File: src/tile_gid_to_draw_rect_assert.svh
// assertion macros for the tile resolver
`ifndef TILE_GID_TO_DRAW_RECT_ASSERT_SVH
`define TILE_GID_TO_DRAW_RECT_ASSERT_SVH
// implication checked on every rising clock edge outside reset
`define TGD_ASSERT_IMP(label, clk, rst_n, ante, cons, msg) \
  label: assert property (@(posedge clk) disable iff (!rst_n) (ante) |-> (cons)) \
    else $error(msg);
// implication whose consequent is checked in the cycle after the antecedent
`define TGD_ASSERT_NEXT(label, clk, rst_n, ante, cons, msg) \
  label: assert property (@(posedge clk) disable iff (!rst_n) (ante) |=> (cons)) \
    else $error(msg);
`endif

File: src/tgd_pkg.sv
package tgd_pkg;

  localparam int unsigned TilesetSlotsDef = 8;
  localparam int unsigned CfgIdxW = 3;
  localparam int unsigned CfgDataW = 16;

  localparam logic [CfgIdxW-1:0] RegMapTileW  = 3'd0;
  localparam logic [CfgIdxW-1:0] RegMapTileH  = 3'd1;
  localparam logic [CfgIdxW-1:0] RegCameraX   = 3'd2;
  localparam logic [CfgIdxW-1:0] RegCameraY   = 3'd3;
  localparam logic [CfgIdxW-1:0] RegCameraW   = 3'd4;
  localparam logic [CfgIdxW-1:0] RegCameraH   = 3'd5;
  localparam logic [CfgIdxW-1:0] RegLayerCols = 3'd6;
  localparam logic [CfgIdxW-1:0] RegLayerRows = 3'd7;

  localparam logic [1:0] StDrawn   = 2'd0;
  localparam logic [1:0] StOutside = 2'd1;
  localparam logic [1:0] StEmpty   = 2'd2;
  localparam logic [1:0] StNoMatch = 2'd3;

  localparam logic ActLoad    = 1'b0;
  localparam logic ActResolve = 1'b1;

  typedef struct packed {
    logic        action;
    logic [2:0]  slot;
    logic [28:0] first_id;
    logic [15:0] id_count;
    logic [10:0] sheet_columns;
    logic [10:0] sheet_tile_width;
    logic [10:0] sheet_tile_height;
    logic [11:0] cell_row;
    logic [11:0] cell_column;
    logic [31:0] raw_id;
  } in_item_t;

  typedef struct packed {
    logic [1:0]  status;
    logic [2:0]  tileset_slot;
    logic [19:0] source_x;
    logic [25:0] source_y;
    logic [10:0] source_width;
    logic [10:0] source_height;
    logic signed [23:0] screen_x;
    logic signed [23:0] screen_y;
  } out_item_t;

  typedef enum logic [2:0] {
    S_IDLE, S_SPAN, S_LOOK, S_DIV, S_MUL, S_OUT
  } state_e;

  // controller to datapath
  typedef struct packed {
    logic capture;
    logic span_start;
    logic look_step;
    logic div_start;
    logic mul_step;
    logic out_load;
  } ctrl_t;

  // datapath to controller
  typedef struct packed {
    logic span_done;
    logic look_done;
    logic early_result;
    logic div_done;
  } stat_t;

endpackage

File: src/tgd_div.sv
// restoring divider, one quotient bit per cycle
module tgd_div #(
  parameter int unsigned W = 32
) (
  input  logic         clk_i,
  input  logic         rst_ni,
  input  logic         start_i,
  input  logic [W-1:0] num_i,
  input  logic [W-1:0] den_i,
  output logic         done_o,
  output logic [W-1:0] quo_o,
  output logic [W-1:0] rem_o
);
  localparam int unsigned CntW = $clog2(W + 1);

  logic [W-1:0] quo_q, quo_d, rem_q, rem_d, den_q, den_d;
  logic [CntW-1:0] cnt_q, cnt_d;
  logic busy_q, busy_d;
  logic [W:0] trial;

  // load on start, otherwise one shift and subtract step while busy
  always_comb begin
    quo_d  = quo_q;
    rem_d  = rem_q;
    den_d  = den_q;
    cnt_d  = cnt_q;
    busy_d = busy_q;
    trial  = {rem_q, quo_q[W-1]} - {1'b0, den_q};
    if (start_i) begin
      quo_d  = num_i;
      rem_d  = '0;
      den_d  = den_i;
      cnt_d  = CntW'(W);
      busy_d = 1'b1;
    end else if (busy_q) begin
      if (!trial[W]) begin
        rem_d = trial[W-1:0];
        quo_d = {quo_q[W-2:0], 1'b1};
      end else begin
        rem_d = {rem_q[W-2:0], quo_q[W-1]};
        quo_d = {quo_q[W-2:0], 1'b0};
      end
      cnt_d = cnt_q - 1'b1;
      if (cnt_q == CntW'(1)) busy_d = 1'b0;
    end
  end

  always_ff @(posedge clk_i or negedge rst_ni) begin
    if (!rst_ni) begin
      busy_q <= 1'b0;
      cnt_q  <= '0;
    end else begin
      busy_q <= busy_d;
      cnt_q  <= cnt_d;
    end
  end

  always_ff @(posedge clk_i) begin
    quo_q <= quo_d;
    rem_q <= rem_d;
    den_q <= den_d;
  end

  assign done_o = !busy_q;
  assign quo_o  = quo_q;
  assign rem_o  = rem_q;
endmodule

File: src/tgd_datapath.sv
`include "tile_gid_to_draw_rect_assert.svh"
// table, window test, slot search, divide and multiply datapath
module tgd_datapath #(
  parameter int unsigned TilesetSlots = tgd_pkg::TilesetSlotsDef
) (
  input  logic                     clk_i,
  input  logic                     rst_ni,
  input  tgd_pkg::in_item_t        item_i,
  input  logic                     cfg_we_i,
  input  logic [tgd_pkg::CfgIdxW-1:0]  cfg_idx_i,
  input  logic [tgd_pkg::CfgDataW-1:0] cfg_data_i,
  input  tgd_pkg::ctrl_t           ctrl_i,
  output tgd_pkg::stat_t           stat_o,
  output tgd_pkg::out_item_t       result_o
);
  localparam int unsigned SlotW = (TilesetSlots > 1) ? $clog2(TilesetSlots) : 1;
  localparam int unsigned SlotCntW = $clog2(TilesetSlots + 1);

  // configuration registers
  logic [10:0] mtw_q, mth_q;
  logic signed [15:0] cam_x_q, cam_y_q;
  logic [13:0] cam_w_q, cam_h_q;
  logic [12:0] cols_q, rows_q;

  always_ff @(posedge clk_i or negedge rst_ni) begin
    if (!rst_ni) begin
      mtw_q   <= 11'd16;
      mth_q   <= 11'd16;
      cam_x_q <= '0;
      cam_y_q <= '0;
      cam_w_q <= 14'd640;
      cam_h_q <= 14'd480;
      cols_q  <= 13'd64;
      rows_q  <= 13'd64;
    end else if (cfg_we_i) begin
      case (cfg_idx_i)
        tgd_pkg::RegMapTileW:  mtw_q   <= cfg_data_i[10:0];
        tgd_pkg::RegMapTileH:  mth_q   <= cfg_data_i[10:0];
        tgd_pkg::RegCameraX:   cam_x_q <= cfg_data_i;
        tgd_pkg::RegCameraY:   cam_y_q <= cfg_data_i;
        tgd_pkg::RegCameraW:   cam_w_q <= cfg_data_i[13:0];
        tgd_pkg::RegCameraH:   cam_h_q <= cfg_data_i[13:0];
        tgd_pkg::RegLayerCols: cols_q  <= cfg_data_i[12:0];
        tgd_pkg::RegLayerRows: rows_q  <= cfg_data_i[12:0];
        default: ;
      endcase
    end
  end

  // tileset table
  logic [TilesetSlots-1:0] ent_valid_q;
  logic [28:0] ent_first_q [TilesetSlots];
  logic [15:0] ent_count_q [TilesetSlots];
  logic [10:0] ent_cols_q  [TilesetSlots];
  logic [10:0] ent_tw_q    [TilesetSlots];
  logic [10:0] ent_th_q    [TilesetSlots];
  logic load_ok;
  logic load_hit;
  logic [SlotW-1:0] ld_idx;

  assign ld_idx = SlotW'(item_i.slot);
  assign load_hit = ctrl_i.capture && (item_i.action == tgd_pkg::ActLoad) &&
                    (32'(item_i.slot) < TilesetSlots);
  assign load_ok = (item_i.first_id != '0) && (item_i.id_count != '0) &&
                   (item_i.sheet_columns != '0) && (item_i.sheet_tile_width != '0) &&
                   (item_i.sheet_tile_height != '0);

  always_ff @(posedge clk_i or negedge rst_ni) begin
    if (!rst_ni) begin
      ent_valid_q <= '0;
    end else if (load_hit) begin
      ent_valid_q[ld_idx] <= load_ok;
    end
  end

  always_ff @(posedge clk_i) begin
    if (load_hit) begin
      ent_first_q[ld_idx] <= item_i.first_id;
      ent_count_q[ld_idx] <= item_i.id_count;
      ent_cols_q[ld_idx]  <= item_i.sheet_columns;
      ent_tw_q[ld_idx]    <= item_i.sheet_tile_width;
      ent_th_q[ld_idx]    <= item_i.sheet_tile_height;
    end
  end

  // captured resolve item
  logic [11:0] row_q, col_q;
  logic [28:0] gid_q;
  always_ff @(posedge clk_i) begin
    if (ctrl_i.capture) begin
      row_q <= item_i.cell_row;
      col_q <= item_i.cell_column;
      gid_q <= item_i.raw_id[28:0];
    end
  end

  // window test: x and y camera edges divided by map tile size
  logic [10:0] tw_eff, th_eff;
  assign tw_eff = (mtw_q == '0) ? 11'd1 : mtw_q;
  assign th_eff = (mth_q == '0) ? 11'd1 : mth_q;

  // signed truncating division done on magnitudes, one divider per edge
  logic signed [17:0] ex_x, ex_y;
  assign ex_x = 18'(cam_x_q) + 18'($signed({1'b0, cam_w_q}));
  assign ex_y = 18'(cam_y_q) + 18'($signed({1'b0, cam_h_q}));

  logic [17:0] dn [4];
  logic [3:0]  dneg;
  logic [17:0] dq [4];
  logic [17:0] drm [4];
  logic [3:0]  ddone;
  logic [3:0]  neg_q;

  always_comb begin
    dneg[0] = cam_x_q[15];
    dneg[1] = ex_x[17];
    dneg[2] = cam_y_q[15];
    dneg[3] = ex_y[17];
    dn[0] = dneg[0] ? 18'(-18'(cam_x_q)) : 18'(cam_x_q);
    dn[1] = dneg[1] ? 18'(-ex_x) : ex_x;
    dn[2] = dneg[2] ? 18'(-18'(cam_y_q)) : 18'(cam_y_q);
    dn[3] = dneg[3] ? 18'(-ex_y) : ex_y;
  end

  always_ff @(posedge clk_i) begin
    if (ctrl_i.span_start) neg_q <= dneg;
  end

  for (genvar g = 0; g < 4; g++) begin : g_span_div
    tgd_div #(.W(18)) u_div (
      .clk_i   (clk_i),
      .rst_ni  (rst_ni),
      .start_i (ctrl_i.span_start),
      .num_i   (dn[g]),
      .den_i   ({7'd0, (g < 2) ? tw_eff : th_eff}),
      .done_o  (ddone[g]),
      .quo_o   (dq[g]),
      .rem_o   (drm[g])
    );
  end

  logic signed [18:0] sq [4];
  always_comb begin
    for (int k = 0; k < 4; k++) begin
      sq[k] = neg_q[k] ? -$signed({1'b0, dq[k]}) : $signed({1'b0, dq[k]});
    end
  end

  logic in_x, in_y;
  always_comb begin
    logic signed [19:0] st, en;
    st = (sq[0] < 0) ? 20'sd0 : 20'(sq[0]);
    en = 20'(sq[1]) + 20'sd1;
    if (en > $signed({7'd0, cols_q})) en = $signed({7'd0, cols_q});
    in_x = ($signed({8'd0, col_q}) >= st) && ($signed({8'd0, col_q}) < en);
    st = (sq[2] < 0) ? 20'sd0 : 20'(sq[2]);
    en = 20'(sq[3]) + 20'sd1;
    if (en > $signed({7'd0, rows_q})) en = $signed({7'd0, rows_q});
    in_y = ($signed({8'd0, row_q}) >= st) && ($signed({8'd0, row_q}) < en);
  end

  // slot search, one slot per cycle
  logic [SlotCntW-1:0] scan_q;
  logic found_q;
  logic [SlotW-1:0] best_q;
  logic [SlotW-1:0] scan_idx;
  logic hit;
  assign scan_idx = scan_q[SlotW-1:0];
  assign hit = ent_valid_q[scan_idx] && (gid_q >= ent_first_q[scan_idx]) &&
               ((gid_q - ent_first_q[scan_idx]) < 29'(ent_count_q[scan_idx]));

  always_ff @(posedge clk_i or negedge rst_ni) begin
    if (!rst_ni) begin
      scan_q  <= '0;
      found_q <= 1'b0;
      best_q  <= '0;
    end else if (ctrl_i.span_start) begin
      scan_q  <= '0;
      found_q <= 1'b0;
    end else if (ctrl_i.look_step && (scan_q != SlotCntW'(TilesetSlots))) begin
      if (hit && (!found_q || (ent_first_q[scan_idx] > ent_first_q[best_q]))) begin
        best_q  <= scan_idx;
        found_q <= 1'b1;
      end
      scan_q <= scan_q + 1'b1;
    end
  end

  // local id split by sheet columns
  logic [28:0] lq, lr;
  logic ldone;
  logic [28:0] local_id;
  assign local_id = gid_q - ent_first_q[best_q];
  tgd_div #(.W(29)) u_local_div (
    .clk_i   (clk_i),
    .rst_ni  (rst_ni),
    .start_i (ctrl_i.div_start),
    .num_i   (local_id),
    .den_i   ({18'd0, ent_cols_q[best_q]}),
    .done_o  (ldone),
    .quo_o   (lq),
    .rem_o   (lr)
  );

  // products, registered
  logic [19:0] sx_q;
  logic [25:0] sy_q;
  logic [23:0] scx_q, scy_q;
  always_ff @(posedge clk_i) begin
    if (ctrl_i.mul_step) begin
      sx_q  <= 20'(lr * 29'(ent_tw_q[best_q]));
      sy_q  <= 26'(lq * 29'(ent_th_q[best_q]));
      scx_q <= 24'(24'(col_q) * 24'(tw_eff) - 24'(cam_x_q));
      scy_q <= 24'(24'(row_q) * 24'(th_eff) - 24'(cam_y_q));
    end
  end

  // result selection
  logic outside, empty;
  tgd_pkg::out_item_t res_d;
  assign outside = !(in_x && in_y);
  assign empty = (gid_q == '0);
  always_comb begin
    res_d = '0;
    if (outside) res_d.status = tgd_pkg::StOutside;
    else if (empty) res_d.status = tgd_pkg::StEmpty;
    else if (!found_q) res_d.status = tgd_pkg::StNoMatch;
    else begin
      res_d.status        = tgd_pkg::StDrawn;
      res_d.tileset_slot  = 3'(best_q);
      res_d.source_x      = sx_q;
      res_d.source_y      = sy_q;
      res_d.source_width  = ent_tw_q[best_q];
      res_d.source_height = ent_th_q[best_q];
      res_d.screen_x      = scx_q;
      res_d.screen_y      = scy_q;
    end
  end

  // result register
  always_ff @(posedge clk_i) begin
    if (ctrl_i.out_load) result_o <= res_d;
  end

  assign stat_o.span_done    = &ddone;
  assign stat_o.look_done    = (scan_q == SlotCntW'(TilesetSlots));
  assign stat_o.early_result = outside || empty || !found_q;
  assign stat_o.div_done     = ldone;

  `TGD_ASSERT_NEXT(a_scan_restart, clk_i, rst_ni, ctrl_i.span_start, scan_q == '0,
    "slot scan did not restart")
  `TGD_ASSERT_IMP(a_best_valid, clk_i, rst_ni, found_q && ctrl_i.look_step,
    ent_valid_q[best_q], "winning slot is not valid")
  `TGD_ASSERT_IMP(a_scan_bound, clk_i, rst_ni, 1'b1,
    scan_q <= SlotCntW'(TilesetSlots), "slot scan ran past the table")
endmodule

File: src/tgd_ctrl.sv
`include "tile_gid_to_draw_rect_assert.svh"
// sequencer for one item at a time
module tgd_ctrl (
  input  logic           clk_i,
  input  logic           rst_ni,
  input  logic           in_valid_i,
  input  logic           in_action_i,
  output logic           in_ready_o,
  output logic           out_valid_o,
  input  logic           out_ready_i,
  output tgd_pkg::ctrl_t ctrl_o,
  input  tgd_pkg::stat_t stat_i
);
  tgd_pkg::state_e state_q, state_d;
  logic out_valid_q, out_valid_d;
  logic accept;

  assign in_ready_o = (state_q == tgd_pkg::S_IDLE);
  assign accept = in_valid_i && in_ready_o;

  // next state
  always_comb begin
    state_d = state_q;
    case (state_q)
      tgd_pkg::S_IDLE:
        if (accept && in_action_i == tgd_pkg::ActResolve) state_d = tgd_pkg::S_SPAN;
      tgd_pkg::S_SPAN: state_d = tgd_pkg::S_LOOK;
      tgd_pkg::S_LOOK:
        if (stat_i.span_done && stat_i.look_done) begin
          state_d = stat_i.early_result ? tgd_pkg::S_OUT : tgd_pkg::S_DIV;
        end
      tgd_pkg::S_DIV:
        if (stat_i.div_done && !ctrl_o.div_start) state_d = tgd_pkg::S_MUL;
      tgd_pkg::S_MUL: state_d = tgd_pkg::S_OUT;
      tgd_pkg::S_OUT:
        if (!out_valid_q || out_ready_i) state_d = tgd_pkg::S_IDLE;
      default: state_d = tgd_pkg::S_IDLE;
    endcase
  end

  // outputs
  logic div_started_q;
  always_comb begin
    ctrl_o = '0;
    ctrl_o.capture = accept;
    case (state_q)
      tgd_pkg::S_SPAN: ctrl_o.span_start = 1'b1;
      tgd_pkg::S_LOOK: ctrl_o.look_step = 1'b1;
      tgd_pkg::S_DIV:  ctrl_o.div_start = !div_started_q;
      tgd_pkg::S_MUL:  ctrl_o.mul_step = 1'b1;
      tgd_pkg::S_OUT:  ctrl_o.out_load = !out_valid_q || out_ready_i;
      default: ;
    endcase
  end

  always_comb begin
    out_valid_d = out_valid_q;
    if (out_valid_q && out_ready_i) out_valid_d = 1'b0;
    if (ctrl_o.out_load) out_valid_d = 1'b1;
  end

  always_ff @(posedge clk_i or negedge rst_ni) begin
    if (!rst_ni) begin
      state_q       <= tgd_pkg::S_IDLE;
      out_valid_q   <= 1'b0;
      div_started_q <= 1'b0;
    end else begin
      state_q       <= state_d;
      out_valid_q   <= out_valid_d;
      div_started_q <= (state_q == tgd_pkg::S_DIV);
    end
  end

  assign out_valid_o = out_valid_q;

  `TGD_ASSERT_NEXT(a_load_result, clk_i, rst_ni, ctrl_o.out_load, out_valid_o,
    "loaded item not shown")
  `TGD_ASSERT_IMP(a_idle_only, clk_i, rst_ni, ctrl_o.capture,
    state_q == tgd_pkg::S_IDLE, "item taken while busy")
  `TGD_ASSERT_NEXT(a_hold, clk_i, rst_ni, out_valid_o && !out_ready_i && !ctrl_o.out_load,
    out_valid_o, "pending item dropped")
endmodule

File: src/tile_gid_to_draw_rect.sv
// sequence: a load item writes the table when it is taken; a resolve item is taken, then
//   starts the window dividers and restarts the slot scan, waits for both, and, when a
//   tileset matches, runs the local id divider and the multiply before the output register
// flow: one item at a time; after a resolve item the input is not ready again until its
//   result is loaded, which waits while the receiver holds back the previous result
// reset: configuration registers return to their defaults, all tileset slots become invalid
module tile_gid_to_draw_rect #(
  parameter int unsigned TilesetSlots = tgd_pkg::TilesetSlotsDef
) (
  input  logic                         clk_i,
  input  logic                         rst_ni,
  input  logic                         in_valid_i,
  output logic                         in_ready_o,
  input  tgd_pkg::in_item_t            in_item_i,
  output logic                         out_valid_o,
  input  logic                         out_ready_i,
  output tgd_pkg::out_item_t           out_item_o,
  input  logic                         cfg_we_i,
  input  logic [tgd_pkg::CfgIdxW-1:0]  cfg_idx_i,
  input  logic [tgd_pkg::CfgDataW-1:0] cfg_data_i
);
  tgd_pkg::ctrl_t ctrl;
  tgd_pkg::stat_t stat;

  tgd_ctrl u_ctrl (
    .clk_i       (clk_i),
    .rst_ni      (rst_ni),
    .in_valid_i  (in_valid_i),
    .in_action_i (in_item_i.action),
    .in_ready_o  (in_ready_o),
    .out_valid_o (out_valid_o),
    .out_ready_i (out_ready_i),
    .ctrl_o      (ctrl),
    .stat_i      (stat)
  );

  tgd_datapath #(.TilesetSlots(TilesetSlots)) u_dp (
    .clk_i      (clk_i),
    .rst_ni     (rst_ni),
    .item_i     (in_item_i),
    .cfg_we_i   (cfg_we_i),
    .cfg_idx_i  (cfg_idx_i),
    .cfg_data_i (cfg_data_i),
    .ctrl_i     (ctrl),
    .stat_o     (stat),
    .result_o   (out_item_o)
  );
endmodule

File: config.mk
export PLATFORM = sky130hd
export DESIGN_NAME = tile_gid_to_draw_rect
export DESIGN_NICKNAME = d
export VERILOG_FILES = /design/src/tgd_pkg.sv /design/src/tgd_div.sv /design/src/tgd_datapath.sv /design/src/tgd_ctrl.sv /design/src/tile_gid_to_draw_rect.sv
export VERILOG_INCLUDE_DIRS = /design/src /design/src/src
export SDC_FILE = /design/constraint.sdc
export NUM_CORES = 2
export LEC_CHECK = 0
export BUFFER_PORTS_ARGS = -buffer_cell sky130_fd_sc_hd__buf_2
export CAP_MARGIN = 20
export CORE_MARGIN = 10
export CORE_UTILIZATION = 50
export DETAILED_ROUTE_END_ITERATION = 12
export PLACE_DENSITY = 0.76
export SYNTH_ARGS = -nofsm -noshare
export SYNTH_HDL_FRONTEND = slang
export SYNTH_SLANG_ARGS = --single-unit
File: constraint.sdc
create_clock -name clk_i -period 8.6 [get_ports clk_i]
set_input_delay 1.72 -clock clk_i [delete_from_list [all_inputs] [get_ports clk_i]]
set_output_delay 1.72 -clock clk_i [all_outputs]
set_load 0.05 [all_outputs]
==> run metrics <==
routed vias/inst 5.86; GPL Wtd Cong 0.927; post-cts resize count 0; TritonCTS clock tree yes; Post-DP HPWL 152 mm; Routed Antenna Nets 0; RSZ-0062 raised after global routing false; most frequent CP cell fa_1; H-tree depth 4; Primary FF master, synth edfxtp_1; share of cells above drive strength 1 13.7%; CP max stage delay 0.79 ns; commonest non-fill, non-tap cells in the layout edfxtp_1, nand2_1, inv_1; first-pass GRT wire length 331 mm; maxcap violations 0; Post-synth EDFFs 1,030; CTS Buf Count 142; IO buf count 281; Final #Nets 8,469; DRT Pass-1 Iters 8; Die ar. 0.185 mm²; setup bufs post-CTS 0; fillers 13,600; minimum clock period 7.89 ns; outcome complete, no violations; largest net degree at the start of global routing 96; Reg area 0.0370 mm²; Critical Path Fanout Max 26; total grt overflow 0; Required @ worst endpoint ~9.1 ns; Slew headroom around 30%; Iter 0 DRT Violations 5,029; sequential area share after synthesis 43.9%; CP Data Arrival Time between 8 and 9 ns; Netlist cell types 95; Cells after Synth 7,140; syn nets around 8,300; hold bufs inserted after CTS 0; P&R area growth vs syn 9.95%; Synth Register Bits 1,290; CTS root buffer clkbuf_16; Worst Setup Start Kind flip-flop; Die W 430 µm; CP top delay family adder cells; Mapped Avg Cell Area 11.8 µm²; vias in the first global route 57,800; final clock skew 0.0620 ns; Hold Path Class reg -> reg; Die Y 430 µm; crit end category flip-flop; Cell Area, Synth between 0.08 and 0.09 mm²; Worst Path Buf+Inv 4; Skew-Pair Late Insertion Delay roughly 0.81 ns; WL/cell 22.3 µm; ys async rst share between 10% and 20%; worst slew pin tran 1.05 ns; initial cell density of the core 50.3%; clk slew on worst S/H paths 0.06 ns; total core area 0.167 mm²; Multi-input gate area 0.0434 mm²; routed via count approximately 57,000; num ports 285; row count 150; crit-path cells mux4_2 -> mux2i_2 -> nor2b_1 -> fa_1 -> fa_1 -> inv_1 -> fa_1 -> inv_1 -> fa_1 -> inv_1 -> fa_1 -> inv_1 -> ha_1 -> a21oi_1 -> o21ai_0 -> a211oi_1 -> o31ai_1 -> o41ai_1 -> o21ai_0 -> a21o_1 -> a21oi_1 -> xnor2_1; most common library cell in the layout ignoring fill and taps edfxtp_1; Final Hold Violating Endpoints 0; Slew Limit Fails 0; GRT Total Usage 22.8%; endpoints failing setup 0; Sink Count 1,290; hold_ws 0.501 ns; Fmax achieved 127 MHz; critical path's slowest cell dfrtp_4; initial antenna violation count 30; Syn. warnings 0; critical path type reg -> reg; maximum buffer depth of the clock tree 3; # DRC 0; final wirelength 215 mm; final period utilization 91.7%; post-route setup TNS 0 ns
-- worst reg2reg max path: cells and delay by family (launching register included) --
| kind | cells | cell delay (ns) |
|---|---|---|
| fa+ha+maj | 6 | 2.73 |
| compound gates | 8 | 2.35 |
| mux | 2 | 1.28 |
| flops | 1 | 0.79 |
| buf+inv | 4 | 0.19 |
| simple gates | 1 | 0.16 |
| xor+xnor | 1 | 0.10 |
-- kinds of logic (layout without fill, tap and decap cells) --
group | Yosys count | count (layout) | synth area share, %
and+or+nand+nor | 1932 | 1932 | 11.3
DFF | 1290 | 1290 | 43.9
buffers and inverters | 1048 | 1327 | 4.77
AOI/OAI and AO/OA | 1020 | 1020 | 7.64
adders and majority gates | 999 | 999 | 19.3
muxes | 501 | 501 | 9.38
xor gates and xnor gates | 350 | 350 | 3.64
other | 0 | 23 | 0
-- cells in the mapped netlist, types with 65 or more instances --
library cell,instances,share of area [%]
a211oi_1,65,0.58
a21o_1,66,0.59
a21oi_1,252,1.5
and2_1,256,1.9
clkbuf_1,293,1.3
dfrtp_1,149,4.4
dfxtp_1,101,2.4
edfxtp_1,1030,37
fa_1,503,12
ha_1,496,7.4
inv_1,702,3.1
mux2_2,144,1.9
mux2i_1,141,1.7
mux4_2,216,5.8
nand2_1,751,3.3
nand3_1,68,0.40
nor2_1,295,1.3
nor2b_1,148,1.1
nor3_1,80,0.48
o21ai_0,315,1.9
xnor2_1,227,2.4
xor2_1,123,1.3
-- metrics by stage --
step	instances	utilization [%]	instance area, µm²	setup WS (ns)
5_1_grt	9643	55.3	92500	0.231
4_1_cts	9621	55.3	92500	0.829
3_5_place_dp	9366	52.5	87800	0.845
3_3_place_gp	9365	52.5	87800	1.13
2_1_floorplan	7140	-	84200	0.0440
6_report	9646	55.3	92500	0.710
-- sequential cells by signal, summed over array words and instances (netlist names), 72 cells and up --
name	cells
u_dp.ent_cols_q	88
u_dp.ent_count_q	128
u_dp.ent_first_q	232
u_dp.ent_th_q	88
u_dp.ent_tw_q	88
u_dp.g_span_div.u_div.quo_o	72
u_dp.g_span_div.u_div.rem_o	72
u_dp.result_o	121
-- path summary, 6_finish.rpt --
check / start / end / slack (ns) / cells past startpoint
setup / recovery: u_dp.best_q[0]$_DFFE_PN0P_ / u_dp.sy_q[25]$_DFFE_PP_ / 0.71 / 22
max in group asynchronous: rst_ni / u_dp.best_q[2]$_DFFE_PN0P_ / 6.33 / 2
min in group asynchronous: rst_ni / u_dp.cam_h_q[12]$_DFFE_PN0P_ / 0.89 / 1
setup reg to reg: u_dp.best_q[0]$_DFFE_PN0P_ / u_dp.sy_q[25]$_DFFE_PP_ / 0.71 / 22
hold reg to reg: u_dp.g_span_div[1].u_div.rem_o[1]$_SDFFE_PP0P_ / u_dp.g_span_div[1].u_div.rem_o[1]$_SDFFE_PP0P_ / 0.50 / 2
hold / removal: u_dp.g_span_div[1].u_div.rem_o[1]$_SDFFE_PP0P_ / u_dp.g_span_div[1].u_div.rem_o[1]$_SDFFE_PP0P_ / 0.50 / 2
-- final cells by class --
| type | count | area share, % |
|---|---|---|
| Multi-Input combinational cell | 4802 | 46.9 |
| Sequential cell | 1290 | 39.9 |
| Clock buffer | 175 | 4.05 |
| Tap cell | 2204 | 2.98 |
| Inverter | 707 | 2.87 |
| Timing Repair Buffer | 365 | 2.26 |
| Clock inverter | 80 | 0.976 |
| Antenna cell | 23 | 0.0622 |
-- per-layer routing --
metal,up-vias,wire length (µm),global-route usage (%)
met5,-,14,0
met4,4,12700,12.6
met3,498,14500,3.83
met2,2138,104000,37.7
met1,28500,84100,28.4
li1,25500,-,-
Power is left out: the tool's default activity adds up to more than one toggle a clock period on the data nets, which glitch-free logic cannot reach.
